File: config.mk
export PLATFORM = sky130hd
export DESIGN_NAME = irysf_ctrl
export DESIGN_NICKNAME = d
export VERILOG_FILES = /design/src/sv/irysf_pkg.sv /design/src/sv/irysf_ctrl.sv
export SDC_FILE = /design/constraint.sdc
export NUM_CORES = 1
export LEC_CHECK = 0
export BUFFER_PORTS_ARGS = -buffer_cell sky130_fd_sc_hd__buf_2
export CORE_UTILIZATION = 25
export CTS_CLUSTER_DIAMETER = 120
export CTS_CLUSTER_SIZE = 25
export DETAILED_ROUTE_END_ITERATION = 6
export GPL_TIMING_DRIVEN = 0
export PLACE_DENSITY = 0.48
export SETUP_SLACK_MARGIN = 0.5
export SLEW_MARGIN = 20
export SYNTH_ARGS = -nofsm -noshare
export SYNTH_HDL_FRONTEND = slang
export SYNTH_SLANG_ARGS = --single-unit
File: constraint.sdc
create_clock -name clk -period 2.6 [get_ports clk]
set_input_delay 0.39 -clock clk [delete_from_list [all_inputs] [get_ports clk]]
set_output_delay 0.39 -clock clk [all_outputs]
set_load 0.005 [all_outputs]
File: src/sv/irysf_pkg.sv
// Shared types, constants and arithmetic helpers for the IMU roll and yaw stability filter.
// Used by irysf_dp, irysf_ctrl and the top level; depends on nothing else.
package irysf_pkg;

    localparam int FRAC_BITS    = 12;
    localparam int ONE          = 1 << FRAC_BITS;
    localparam int CORDIC_STEPS = 16;
    localparam int STEP_W       = 5;
    localparam int ANG_BITS     = 30;
    localparam int ANG_SHIFT    = ANG_BITS - FRAC_BITS;
    localparam int GAIN_BITS    = 8;
    localparam int RATIO_MIN    = ONE / 1000;

    localparam logic signed [33:0] PI_Q30      = 34'sd3373259426;
    localparam logic signed [33:0] HALF_PI_Q30 = 34'sd1686629713;
    localparam logic [40:0]        EXPECT_MAX  = 41'h100_0000_0000;

    localparam logic [2:0] REG_ROLL_W     = 3'd0;
    localparam logic [2:0] REG_RATE_W     = 3'd1;
    localparam logic [2:0] REG_YAW_W      = 3'd2;
    localparam logic [2:0] REG_ATT_GAIN   = 3'd3;
    localparam logic [2:0] REG_ATT_CAP    = 3'd4;
    localparam logic [2:0] REG_AXLE       = 3'd5;
    localparam logic [2:0] REG_YAW_GAIN   = 3'd6;
    localparam logic [2:0] REG_ROLL_LIMIT = 3'd7;

    typedef struct packed {
        logic [12:0] roll_w;
        logic [12:0] rate_w;
        logic [12:0] yaw_w;
        logic [15:0] att_gain;
        logic [12:0] att_cap;
        logic [15:0] axle;
        logic [15:0] yaw_gain;
        logic [14:0] roll_limit;
    } cfg_t;

    typedef struct packed {
        logic              load;
        logic              prod;
        logic              setup;
        logic              iter;
        logic              roll;
        logic              rate;
        logic              scale;
        logic              div_start;
        logic              corr;
        logic              finish;
        logic [STEP_W-1:0] step;
    } cmd_t;

    typedef struct packed {
        logic div_done;
        logic out_free;
    } status_t;

    // Arctangent of 2^-i in Q30 radians.
    function automatic logic [30:0] atan_q30(input logic [STEP_W-1:0] idx);
        logic [30:0] v;
        case (idx)
            5'd0:    v = 31'h3243F6A8;
            5'd1:    v = 31'h1DAC6705;
            5'd2:    v = 31'h0FADBAFC;
            5'd3:    v = 31'h07F56EA6;
            5'd4:    v = 31'h03FEAB76;
            5'd5:    v = 31'h01FFD55B;
            5'd6:    v = 31'h00FFFAAA;
            5'd7:    v = 31'h007FFF55;
            5'd8:    v = 31'h003FFFEA;
            5'd9:    v = 31'h001FFFFD;
            5'd10:   v = 31'h000FFFFF;
            5'd11:   v = 31'h0007FFFF;
            5'd12:   v = 31'h0003FFFF;
            5'd13:   v = 31'h0001FFFF;
            5'd14:   v = 31'h0000FFFF;
            5'd15:   v = 31'h00007FFF;
            5'd16:   v = 31'h00003FFF;
            5'd17:   v = 31'h00001FFF;
            5'd18:   v = 31'h00000FFF;
            5'd19:   v = 31'h000007FF;
            5'd20:   v = 31'h000003FF;
            5'd21:   v = 31'h000001FF;
            5'd22:   v = 31'h000000FF;
            5'd23:   v = 31'h0000007F;
            default: v = 31'h0;
        endcase
        return v;
    endfunction

    // Exponential low-pass update with rounding; weights above one saturate to one.
    function automatic logic signed [15:0] lowpass(input logic signed [15:0] est,
                                                   input logic signed [15:0] x,
                                                   input logic [12:0] w);
        logic [12:0]        wc;
        logic [12:0]        wr;
        logic signed [30:0] acc;
        wc  = (w > 13'(ONE)) ? 13'(ONE) : w;
        wr  = 13'(ONE) - wc;
        acc = 31'(signed'({1'b0, wc})) * 31'(x) + 31'(signed'({1'b0, wr})) * 31'(est)
              + 31'(ONE / 2);
        return acc[FRAC_BITS+15:FRAC_BITS];
    endfunction

endpackage

File: src/sv/irysf_ctrl.sv
// Controller state machine sequencing one sample through the datapath.
// Uses irysf_pkg for the command and status structs and the CORDIC step count.
module irysf_ctrl (
    input  logic               clk,
    input  logic               rst_n,
    input  logic               in_valid,
    output logic               in_ready,
    input  irysf_pkg::status_t status,
    output irysf_pkg::cmd_t    cmd
);

    typedef enum logic [10:0] {
        ST_IDLE   = 11'b000_0000_0001,
        ST_PROD   = 11'b000_0000_0010,
        ST_SETUP  = 11'b000_0000_0100,
        ST_ITER   = 11'b000_0000_1000,
        ST_ROLL   = 11'b000_0001_0000,
        ST_RATE   = 11'b000_0010_0000,
        ST_SCALE  = 11'b000_0100_0000,
        ST_DSTART = 11'b000_1000_0000,
        ST_DIVIDE = 11'b001_0000_0000,
        ST_CORR   = 11'b010_0000_0000,
        ST_DONE   = 11'b100_0000_0000
    } state_t;

    state_t                       state_reg, state_next;
    logic [irysf_pkg::STEP_W-1:0] step_reg, step_next;

    always_comb
    begin
        state_next = state_reg;
        step_next  = step_reg;
        cmd        = '0;
        cmd.step   = step_reg;
        unique case (state_reg)
            ST_IDLE:
            begin
                cmd.load = in_valid;
                if (in_valid)
                begin
                    state_next = ST_PROD;
                end
            end
            ST_PROD:
            begin
                cmd.prod   = 1'b1;
                state_next = ST_SETUP;
            end
            ST_SETUP:
            begin
                cmd.setup  = 1'b1;
                step_next  = '0;
                state_next = ST_ITER;
            end
            ST_ITER:
            begin
                cmd.iter  = 1'b1;
                step_next = step_reg + 1'b1;
                if (step_reg == irysf_pkg::STEP_W'(irysf_pkg::CORDIC_STEPS - 1))
                begin
                    state_next = ST_ROLL;
                end
            end
            ST_ROLL:
            begin
                cmd.roll   = 1'b1;
                state_next = ST_RATE;
            end
            ST_RATE:
            begin
                cmd.rate   = 1'b1;
                state_next = ST_SCALE;
            end
            ST_SCALE:
            begin
                cmd.scale  = 1'b1;
                state_next = ST_DSTART;
            end
            ST_DSTART:
            begin
                cmd.div_start = 1'b1;
                state_next    = ST_DIVIDE;
            end
            ST_DIVIDE:
            begin
                if (status.div_done)
                begin
                    state_next = ST_CORR;
                end
            end
            ST_CORR:
            begin
                cmd.corr   = 1'b1;
                state_next = ST_DONE;
            end
            ST_DONE:
            begin
                // Wait here until the previous result transaction has left the output register.
                if (status.out_free)
                begin
                    cmd.finish = 1'b1;
                    state_next = ST_IDLE;
                end
            end
            default:
            begin
                state_next = ST_IDLE;
            end
        endcase
    end

    always_ff @(posedge clk or negedge rst_n)
    begin
        if (!rst_n)
        begin
            state_reg <= ST_IDLE;
            step_reg  <= '0;
        end
        else
        begin
            state_reg <= state_next;
            step_reg  <= step_next;
        end
    end

    assign in_ready = (state_reg == ST_IDLE);

endmodule

* After elaboration in Yosys (flattened, before gate mapping) *
Index checks and enable logic that the tools add are counted.

word-level totals
  bits in registers = 16
  output and inout port bits = 16
  logic and storage cells = 38

cells by class
  add/subtract/negate cells = 1
  eq/ne operators = 16
  mux-type cells = 17
  reduce and logical (&&, ||, !) cells = 2

operators with widths
  cell                  number
  $pmux 11 s11          1
  $mux 11               4
  $eq 11x1->1 const B   1
  $eq 11x10->1 const B  1
  $eq 11x11->1 const B  1
  $eq 11x2->1 const B   1
  $eq 11x3->1 const B   1
  $eq 11x4->1 const B   1
  $eq 11x5->1 const B   1
  $eq 11x6->1 const B   1
  $eq 11x7->1 const B   1
  $eq 11x8->1 const B   1
  $eq 11x9->1 const B   1
  $mux 1                11
  $pmux 5 s2            1
  $ne 2x2->1 const B    4
  $add 5x1->5 const B   1
  $eq 5x4->1 const B    1
  $reduce_and 4->1      1
  $reduce_bool 2->1     1

* Depth between registers and ports, before layout *
  word-level depth = 3
  depth in mapped cells = 7
  mapped depth without buffers = 7

* Worst setup path before layout *
Ideal clock, no wire load.

  path kind = register to output
  from = reg state_reg[5]
  to = out cmd[5] (netlist bit)
  data arrival time = 1,501 ps
  data required time = 2,210 ps
  path slack = 709 ps
  cell stages (with the launch flop) = 5
  path through = dfrtp_1 -> buf_6 -> or4_4 -> or3_1 -> nor2_1

RTL lines
  what                      RTL line           source
  start: declaration        irysf_ctrl.sv:26   state_t state_reg, state_next;
  start signal: assignment  irysf_ctrl.sv:121  state_reg <= state_next;
  end: declaration          irysf_ctrl.sv:9    output irysf_pkg::cmd_t cmd

==> impl_metrics.ini <==
[cts]
h_tree_depth_reported_by_cts = 1
tritoncts_clock_tree = yes
max-clock-path-buffers = 2
cts_inserted_buffers = 3
count_of_hold_fix_buffers_inserted_at_cts = 0
clockRootBuffer = clkbuf_8
clk_transition_reported_paths_ns = 0.07
cts.sink_count = 16
clk-insertion-delay-late_ns = 0.25

[grt]
global_route.overflow_total = 0
grt_pass1_wl_mm = 4.58
pin_count_of_the_biggest_net_entering_global_routing = 17
first_global_vias = 968
antenna_found_initial = 0
grt_use_total = 0.135

[finish]
antenna-diode-count = 0
layout-drive-gt1-share = 0.428
area_delta_synth_final_pct = 45.0
largest_reg_flops = 11
layout_common_cells = buf_2, dfrtp_1, buf_4
design.final.nets = 174
leading_cell_type_in_the_layout_fill_and_taps_excluded = buf_2

[place]
finalWeightedCongestion = 0.812
pre_cts_ws_ns = 0.510
final_hpwl_dp_mm = 1.91
place.port_buffers = 20

[timing]
hold_viol = 0
fmaxAchievable_ghz = 0.436
actual_slew_at_the_worst_max_slew_pin_ns = 0.463
finClkSkew_ns = 0.00397
setup_viol = 0
timing.final.crit_period_ns = 2.30
grt_setup_unrepaired = true
final-max-slew-violation-count = 0
finalWorstSetupSlack_ns = 0.304
fin_crit_sh = 0.883
timing.slew.headroom = 0.691
totalNegativeSetupSlack_ns = 0

[synthesis]
synth_xor_xnor_area_share = 0.0165
ys.warnings.count = 0
yosys-mux-area-fraction = 0
yosysTopAreaCell = dfrtp_1
synthAdderAreaFrac = 0.0236
syn_area_sq_um = 1060
synth-seq-area-share = 0.379
synth_flop_cell = dfrtp_1
synth_async_sr_flop_share = 1.00
ys_top_cells_by_area = dfrtp_1, nor3b_1, nor2_1, nand2_1, a21oi_1
synth.top_cell.area_share = 0.354
synth_compound_area_frac = 0.175
ys_types = 40
synth_edf_count = 0
post_synth.cell_area_avg_sq_um = 8.22
synthCells = 129
synth_top_family_by_area = simple AND/OR/NAND/NOR gates
synthesis.nets = 136
postSynthRegisterBits = 16
simple_gate_share_of_the_synthesized_area = 0.336

[power]
p_int_mw = 0.877
comb_power_share = 0.585
peak_supply_drop_v = 0.000421
power_leakage_nw = 0.699
power.density_cell_area_nw_per_um2 = 975
seqPwrFrac = 0.262
power.clock.fraction = 0.153
switching_share = 0.415
netSwitchingPower_mw = 0.624

[min_path]
hp-class = in -> async

[drt]
via_count = 1107
drt_iter0_markers = 81
route.detailed.drc = 0
vias_per_cell = 5.13
postRouteWirelength_mm = 2.90
antenna_left = 0
detail_route.first_pass.iterations = 6
wl_per_cell_microns = 13.4

[critical_path]
cp_launch_type = flop
timing.setup.critical_path_class = reg -> out
worst_r2r_startpoint = state_reg[5]
worst_r2r_endpoint = step_reg[1]
critical_path.endpoint = cmd[6]
r2r_slack_ns = 0.68
worst-endpoint-arrival_ns = 1.91
reg2reg_depth = 10
crit_path_start = state_reg[5]
worst-path-max-fanout = 3
timing.critical_path.to_type = primary output
worst_ep_required_time_ns = 2.21

[die]
design.portCount = 21
initial_utilization = 0.263
core-area_sq_um = 4030
die_boundary_height_microns = 67.1
fp.dieW_microns = 67.1
die_area_sq_um = 4510
std_cell_rows = 23

[status]
outcome = finished clean

[flow_run]
drv_cap = 0
-- critical path, cell delays in order, from the launching register on --
cell and delay (ns):
dfrtp_1 0.37, buf_6 0.12, or4_4 0.57, or3_4 0.38
nor2_1 0.10, buf_2 0.11
-- power by group through the flow --
stage	Clock, mW	Sequential [mW]	Combinational (mW)
floorplan	0	0.378	0.432
global placement	0	0.386	0.593
detailed placement	0	0.389	0.602
CTS	0.237	0.386	0.666
global route	0.247	0.406	0.960
finish	0.230	0.394	0.877
-- per-layer routing --
| metal | GRT usage | vias to the layer above | part of all wire |
|---|---|---|---|
| met5 | 0 | - | 0 |
| met4 | 0.0399 | 0 | 0.010 |
| met3 | 0.0372 | 4 | 0.058 |
| met2 | 0.219 | 39 | 0.48 |
| met1 | 0.173 | 525 | 0.45 |
| li1 | - | 539 | - |
-- cells by family (layout without fill, tap and decap cells) --
group,after synthesis,after routing
flip-flops,16,16
AND/OR/NAND/NOR,64,64
adder cells (fa/ha/maj),2,2
AO/OA/AOI/OAI,28,28
buffers and inverters,17,54
XOR/XNOR,2,2
-- cell usage after synthesis (2+ instances only) --
cell type   n
ha_1        2
or3_1       5
clkbuf_1    8
buf_2       3
and4b_1     2
o21ai_0     5
nor4_1      2
a21oi_1     8
inv_1       5
nand3_1     5
nor4b_1     3
o21ai_1     3
nor3_1      6
nor3b_1     7
dfrtp_1    15
xor2_1      2
nand2_1    12
and2_1      2
nor2_1     13
-- worst min-delay path by stage --
stage | startpoint | endpoint | slack (ns) | cells past startpoint
after detailed placement | rst_n | state_reg[10] | 0.34 | 1
after global placement | rst_n | state_reg[10] | 0.33 | 1
after floorplan | rst_n | state_reg[10] | 0.09 | 0
final | rst_n | state_reg[10] | 0.04 | 1
after global routing | rst_n | state_reg[10] | 0.07 | 1
after CTS | rst_n | state_reg[10] | 0.06 | 1
-- what timing repair did --
| action | 4_1_cts | 5_1_grt |
|---|---|---|
| pin swaps | 2 | 11 |
| gates resized for setup | 17 | 33 |
| setup endpoints to repair | 11 | 11 |
| setup buffers | 4 | 9 |
-- cell type report --
cell class,instances,area (sq um)
buffer,12,83.8
clock buffer,4,55.1
sequential,16,402
timing repair buffer,33,208
inverter,5,18.8
fill,423,2490
multi-input combinational,96,709
tap,50,62.6
-- per-stage QoR --
| step | area (sq um) | hold slack, ns | utilization | power [mW] | instances |
|---|---|---|---|---|---|
| 2_1_floorplan | 1060 | 0.0944 | - | 0.810 | 129 |
| 3_3_place_gp | 1220 | 0.334 | 0.304 | 0.979 | 199 |
| 3_5_place_dp | 1220 | 0.342 | 0.304 | 0.991 | 199 |
| 4_1_cts | 1370 | 0.0609 | 0.339 | 1.29 | 207 |
| 5_1_grt | 1540 | 0.0685 | 0.382 | 1.61 | 216 |
| 6_report | 1540 | 0.0420 | 0.382 | 1.50 | 216 |
No activity file was read; power rests on OpenSTA's default activity.
